### src/rtl/qrm_pkg.sv
// Shared types, constants and the divider step for the quaternion to matrix block.
`default_nettype none
package qrm_pkg;

  localparam int NUM_LANES = 9;
  localparam int Q_BITS    = 15;
  localparam int NORM_W    = 33;
  localparam int NUM_W     = 35;
  localparam int PROD_W    = 32;
  localparam logic signed [15:0] ONE_Q14 = 16'sd16384;
  localparam logic [1:0] ROW_LAST = 2'd3;

  // Divider lanes, row-major order of the 3x3 rotation block
  localparam int L00 = 0;
  localparam int L01 = 1;
  localparam int L02 = 2;
  localparam int L10 = 3;
  localparam int L11 = 4;
  localparam int L12 = 5;
  localparam int L20 = 6;
  localparam int L21 = 7;
  localparam int L22 = 8;

  typedef struct packed {
    logic signed [15:0] quat_w;
    logic signed [15:0] quat_x;
    logic signed [15:0] quat_y;
    logic signed [15:0] quat_z;
  } in_t;

  typedef struct packed {
    logic [1:0]         row_index;
    logic signed [15:0] elem_c0;
    logic signed [15:0] elem_c1;
    logic signed [15:0] elem_c2;
    logic signed [15:0] elem_c3;
    logic               degenerate;
    logic               last_row;
  } out_t;

  typedef struct packed {
    logic              neg;
    logic [NORM_W-1:0] rem;
    logic [Q_BITS-1:0] quo;
  } lane_t;

  typedef struct packed {
    lane_t [NUM_LANES-1:0] lane;
    logic [NORM_W-1:0]     norm;
  } div_t;

  // One restoring division step; the first step compares the magnitude unshifted
  function automatic lane_t div_step(input lane_t l, input logic [NORM_W-1:0] norm,
                                     input logic first);
    logic [NORM_W:0] t;
    logic            ge;
    lane_t           o;
    t  = first ? {1'b0, l.rem} : {l.rem, 1'b0};
    ge = (t >= {1'b0, norm});
    o.neg = l.neg;
    o.rem = ge ? NORM_W'(t - {1'b0, norm}) : t[NORM_W-1:0];
    o.quo = {l.quo[Q_BITS-2:0], ge};
    return o;
  endfunction

endpackage
`default_nettype wire

### src/rtl/qrm_row_ser.sv
// Matrix holding register that hands out the four rows one beat at a time.
`default_nettype none
module qrm_row_ser (
  input  wire logic     clk,
  input  wire logic     rst_n,
  input  wire logic     in_valid,
  input  qrm_pkg::div_t in_data,
  output logic          take,
  output logic          out_valid,
  input  wire logic     out_ready,
  output qrm_pkg::out_t out_data
);
  import qrm_pkg::*;

  logic               busy_r;
  logic [1:0]         row_r;
  logic               degen_r;
  logic signed [15:0] m_r [NUM_LANES];

  logic               degen;
  logic signed [15:0] m_nxt [NUM_LANES];
  logic               load;

  // Apply sign, clamp to one, substitute identity for a zero norm
  always_comb begin
    logic [Q_BITS-1:0] q;
    degen = (in_data.norm == '0);
    for (int i = 0; i < NUM_LANES; i++) begin
      q = in_data.lane[i].quo;
      if (q > Q_BITS'(ONE_Q14)) q = Q_BITS'(ONE_Q14);
      if (degen) begin
        m_nxt[i] = (i == L00 || i == L11 || i == L22) ? ONE_Q14 : 16'sd0;
      end else begin
        m_nxt[i] = in_data.lane[i].neg ? -$signed({1'b0, q}) : $signed({1'b0, q});
      end
    end
  end

  assign take = !busy_r || (out_ready && row_r == ROW_LAST);
  assign load = take && in_valid;

  // Hold the matrix, step through rows as beats leave
  always_ff @(posedge clk) begin
    if (!rst_n) begin
      busy_r <= 1'b0;
      row_r  <= '0;
    end else if (load) begin
      busy_r <= 1'b1;
      row_r  <= '0;
    end else if (busy_r && out_ready) begin
      row_r <= row_r + 2'd1;
      if (row_r == ROW_LAST) busy_r <= 1'b0;
    end
    if (load) begin
      degen_r <= degen;
      for (int i = 0; i < NUM_LANES; i++) m_r[i] <= m_nxt[i];
    end
  end

  // Select the current row
  always_comb begin
    out_data.row_index  = row_r;
    out_data.degenerate = degen_r;
    out_data.last_row   = (row_r == ROW_LAST);
    out_data.elem_c3    = 16'sd0;
    case (row_r)
      2'd0: begin
        out_data.elem_c0 = m_r[L00];
        out_data.elem_c1 = m_r[L01];
        out_data.elem_c2 = m_r[L02];
      end
      2'd1: begin
        out_data.elem_c0 = m_r[L10];
        out_data.elem_c1 = m_r[L11];
        out_data.elem_c2 = m_r[L12];
      end
      2'd2: begin
        out_data.elem_c0 = m_r[L20];
        out_data.elem_c1 = m_r[L21];
        out_data.elem_c2 = m_r[L22];
      end
      default: begin
        out_data.elem_c0 = 16'sd0;
        out_data.elem_c1 = 16'sd0;
        out_data.elem_c2 = 16'sd0;
        out_data.elem_c3 = ONE_Q14;
      end
    endcase
  end

  assign out_valid = busy_r;

endmodule
`default_nettype wire

### config.mk
export PLATFORM = sky130hd
export DESIGN_NAME = qrm_row_ser
export DESIGN_NICKNAME = d
export VERILOG_FILES = /design/src/rtl/qrm_pkg.sv /design/src/rtl/qrm_row_ser.sv
export SDC_FILE = /design/constraint.sdc
export NUM_CORES = 1
export LEC_CHECK = 0
export ABC_AREA = 1
export BUFFER_PORTS_ARGS = -buffer_cell sky130_fd_sc_hd__buf_2
export CAP_MARGIN = 20
export CORE_AREA = 5 5 208 210
export CTS_BUF_LIST = sky130_fd_sc_hd__clkbuf_8
export DETAILED_ROUTE_END_ITERATION = 7
export DIE_AREA = 0 0 213 215
export PLACE_DENSITY_LB_ADDON = 0.15
export SLEW_MARGIN = 30
export SYNTH_ARGS = -nofsm -noshare
export SYNTH_HDL_FRONTEND = slang
export SYNTH_SLANG_ARGS = --single-unit
### constraint.sdc
create_clock -name clk -period 4.7 [get_ports clk]
set_input_delay 1.175 -clock clk [delete_from_list [all_inputs] [get_ports clk]]
set_output_delay 1.175 -clock clk [all_outputs]
set_load 0.01 [all_outputs]
-- Yosys cells after proc, flatten, opt, wreduce, memory -nomap -nowiden
Memory sizes are Yosys's and may differ from the RTL's.
Index checks and enable logic that the tools add are counted.
- $add $sub $neg: 10
- magnitude comparators: 9
- eq/ne operators: 3
- muxes and demuxes: 34
- bitwise gates (word level): 1
- reductions and logical operators: 12
- operators with widths (cell ; count):
    $mux 16 ; 18
    $mux 15 ; 10
    $neg 15->16 ; 9
    $pmux 48 s3 ; 1
    $gt 15x15->1 const B ; 9
    $logic_not 33->1 ; 1
    $mux 1 ; 5
    $eq 2x2->1 const B ; 2
    $reduce_bool 2->1 ; 2
    $logic_and 1x1->1 ; 3
    $reduce_or 3->1 ; 1
    $add 2x1->2 const B ; 1
    $eq 2x1->1 const B ; 1
    $logic_not 2->1 ; 1
    $reduce_and 2->1 ; 1
    $reduce_or 2->1 ; 1
    $logic_not 1->1 ; 1
    $logic_or 1x1->1 ; 1
    $not 1->1 ; 1
- flip-flop bits (word level): 4
- RAM bits: 144
- input port bits: 478
- word-level logic and storage cells: 73
- memories: 1
- memories (memory ; words ; bits a word ; rd ports ; clocked after Yosys merged registers in ; wr ports ; line ; RTL):
    m_r ; 9 ; 16 ; 9 ; 0 ; 9 ; qrm_row_ser.sv:18 ; logic signed [15:0] m_r [NUM_LANES];

-- Logic depth before layout (Yosys ltp)
- word-level depth: 6
- gate-level depth with buffers: 17
- mapped depth without buffers: 15

-- Worst setup path after synthesis
No wires, ideal clock.
- kind: input-to-reg
- start: input port out_ready
- end: register degen_r, enable pin
- data arrival time: 4.260 ns
- setup slack: -0.058 ns
- stages on the path: 4
- cell sequence: nand2_1 > nand2_1 > nand2_1 > inv_1
- cells in the longest elaborated chain, start to end: 3
- RTL lines (element ; line ; RTL):
    start: declaration ; qrm_row_ser.sv:10 ; input wire logic out_ready,
    $logic_and 1x1->1 ; qrm_row_ser.sv:39 ; assign take = !busy_r || (out_ready && row_r == ROW_LAST);
    $logic_or 1x1->1 ; qrm_row_ser.sv:39 ;
    net take ; qrm_row_ser.sv:8 ; output logic take,
    $logic_and 1x1->1 ; qrm_row_ser.sv:40 ; assign load = take && in_valid;
    net load ; qrm_row_ser.sv:22 ; logic load;
    end signal: assignment ; qrm_row_ser.sv:55 ; degen_r <= degen;
    end: declaration ; qrm_row_ser.sv:17 ; logic degen_r;
The timed path passes the listed nets, and every way through them passes these cells.
A chain may end at the register's enable or synchronous reset.

==> reports/qor.txt <==
status: finished, final reports clean
pin count of the biggest net entering global routing: 114
RSZ-0062 raised after global routing: false
Final Skew: 28.3 ps
leakage power total: 6.18 nW
Clk network pwr share: 31.5%
Worst setup startpoint: row_r[0]
Pint: 0.00236 W
Net Sw Frac: 33.7%
root buffer cell: clkbuf_8
Post-CTS Hold Buffers: 0
Worst Setup End Kind: primary output
GRT overflow: 0
initial core utilization: 26.2%
CP arrival: 2550 ps
Peak VDD IR: 157 uV
Max Buffers Root-to-Sink: 2
Sw Pwr: 0.00120 W
crit path max fanout: 36
Final GP Congestion: 0.876
Site Rows: 75
Hold Vio Cnt, Final: 0
CP required: 3520 ps
fraction of layout cells with a size suffix above 1: 17.2%
final period utilization: 79.2%
most common cell after layout, fill and taps aside: nand2_1
worst hold path class: reg2reg
Max Cap Violations: 0
global-route wire length before repair: 59700 um
post-layout util: 31.1%
crit start category: register
post-CTS setup buffers: 0
CP Buf/Inv Count: 3
CORE AREA: 41400 um2
Area growth, synth to finish: 18.9%
combinational power share: 22.9%
Total GRT Usage: 16.9%
largest area contributor in the netlist: edfxtp_1
flop and latch count out of synthesis: 148
Post-synth EDFFs: 145
H-tree depth: 4
top_reg_cell synth: edfxtp_1
number of cells after detailed placement: 2311
port buffer count: 235
Synth Cell Area: 10800 um2
clock-pin transition on the worst setup and hold timing paths: 120 ps
dpl hpwl: 30700 um
Worst-Margin Slew: 921 ps
min-delay src: out_valid
Detailed Route Iter0 Violations: 789
CTS tree: yes
vias in the first global route: 10300
drt pass-1 iters: 5
crit path kind: reg2out
tightest hold margin: 542 ps
die area: 45800 um2
Max Transition Viols Final: 0
Sequential Power Share: 45.5%
CP max stage delay: 740 ps
Antenna Nets Post-Route: 0
Top delay family on crit path: adder cells
cells along the critical path: inv_1 -> ha_2 -> nand2_1 -> nand3_1 -> nand2_1 -> inv_1 -> buf_2
Syn Area/Cell: 6.84 um2
slew margin rel.: 38.6%
layout net count: 2282
worst skew pair latency: 480 ps
Seq/Total Area, Yosys: 40.8%
final std cells w/o fill: 2345
post_cts resized: 0
DR WL/cell: 17.0 um
pwr dens: 276 nW/um2
clock sink count: 148
drt drc: 0
most used cells in the layout excluding fill and tap cells: nand2_1, buf_2, nor2_1
share of the synthesized area in the top cell type: 40.2%
post-synthesis cell type count: 44
setup_tns: 0 ps
Slowest-stage cell, CP: ha_2
cells after synthesis: 1582
FF-to-FF Start: row_r[0]
DR vias: 10800
routed wire length: 39900 um
Num CTS Buffers: 17
die height: 215 um
# setup viols final: 0
largest cells by area after synthesis: edfxtp_1, nand2_1, nor2_1
FMAX: 0.269 GHz
initial antenna violation count: 0
Top Ports: 548
min Tclk post-route: 3720 ps
Synth Warn #: 0
vias per cell: 4.60
Die W: 213 um
asr flop ratio synth: 0%
## power groups by stage
stage	clock network, W	registers [W]	logic, W
finish	0.00112	0.00162	0.000816
global route	0.00120	0.00163	0.000924
CTS	0.00115	0.00162	0.000828
detailed placement	0	0.00165	0.000823
global placement	0	0.00165	0.000823
floorplan	0	0.00164	0.000482
## tightest hold or removal path: cells and delay by family, from the launching register on
kind               cells  cell delay [ps]
and+or+nand+nor        1              100
AOI/OAI and AO/OA      1               60
DFF                    1              350
## cell families (layout without fill, tap and decap cells)
| kind of cell | after synthesis | count (layout) | synth area share (%) |
|---|---|---|---|
| AND/OR/NAND/NOR | 927 | 927 | 35.2 |
| buffers and inverters | 246 | 454 | 9.89 |
| AO/OA/AOI/OAI | 237 | 237 | 11.8 |
| flip-flops | 148 | 148 | 40.8 |
| adder cells (fa/ha/maj) | 13 | 13 | 1.50 |
| XOR/XNOR | 10 | 10 | 0.809 |
| other | 1 | 17 | 0.0346 |
## cell usage after synthesis, types with 5 or more instances
| library cell | instances |
|---|---|
| a21oi_1 | 89 |
| buf_2 | 16 |
| buf_4 | 22 |
| buf_6 | 6 |
| clkbuf_1 | 27 |
| edfxtp_1 | 145 |
| ha_1 | 13 |
| inv_1 | 165 |
| nand2_1 | 522 |
| nand2_2 | 5 |
| nand3_1 | 119 |
| nand4_1 | 15 |
| nor2_1 | 206 |
| nor2_2 | 8 |
| nor3_1 | 23 |
| nor3b_1 | 6 |
| nor4_1 | 9 |
| o21ai_0 | 104 |
| o21ai_1 | 12 |
| o31ai_1 | 7 |
| or2_2 | 6 |
| xnor2_1 | 6 |
## path summary, 6_finish.rpt
check	endpoint	slack [ps]	depth (start not counted)
hold reg to reg	row_r[1]	540	2
setup / recovery	out_data[29]	980	7
hold / removal	row_r[1]	540	2
setup reg to reg	m_r[0][64]	2040	6
## final cells by class
| cell class | count | area, um2 |
|---|---|---|
| sequential | 148 | 4410 |
| antenna | 2 | 5.00 |
| inverter | 173 | 654 |
| tap | 539 | 674 |
| multi-input combinational | 1202 | 5400 |
| timing repair buffer | 249 | 1300 |
| fill | 4558 | 28500 |
| clock buffer | 17 | 234 |
| clock inverter | 15 | 188 |
## sequential cells by signal, summed over array words and instances (netlist names)
name / flops
m_r: 144
degen_r: 1
out_valid: 1
row_r: 2
## layer usage
layer  track usage [%]  vias to the layer above  part of all wire [%]
li1                  -                     5559                     -
met1              23.0                     4917                    46
met2              28.4                      285                    47
met3              2.41                       33                   4.7
met4              3.97                        0                   1.9
met5                 0                        -                     0
## metrics by stage
| step | area [um2] | total power [W] | worst slack [ps] |
|---|---|---|---|
| 2_1_floorplan | 10900 | 0.00212 | 679 |
| 3_3_place_gp | 12400 | 0.00247 | 1170 |
| 3_5_place_dp | 12400 | 0.00247 | 1210 |
| 4_1_cts | 12900 | 0.00360 | 806 |
| 5_1_grt | 12900 | 0.00375 | 703 |
| 6_report | 12900 | 0.00356 | 980 |
No activity file was read; power rests on OpenSTA's default activity.
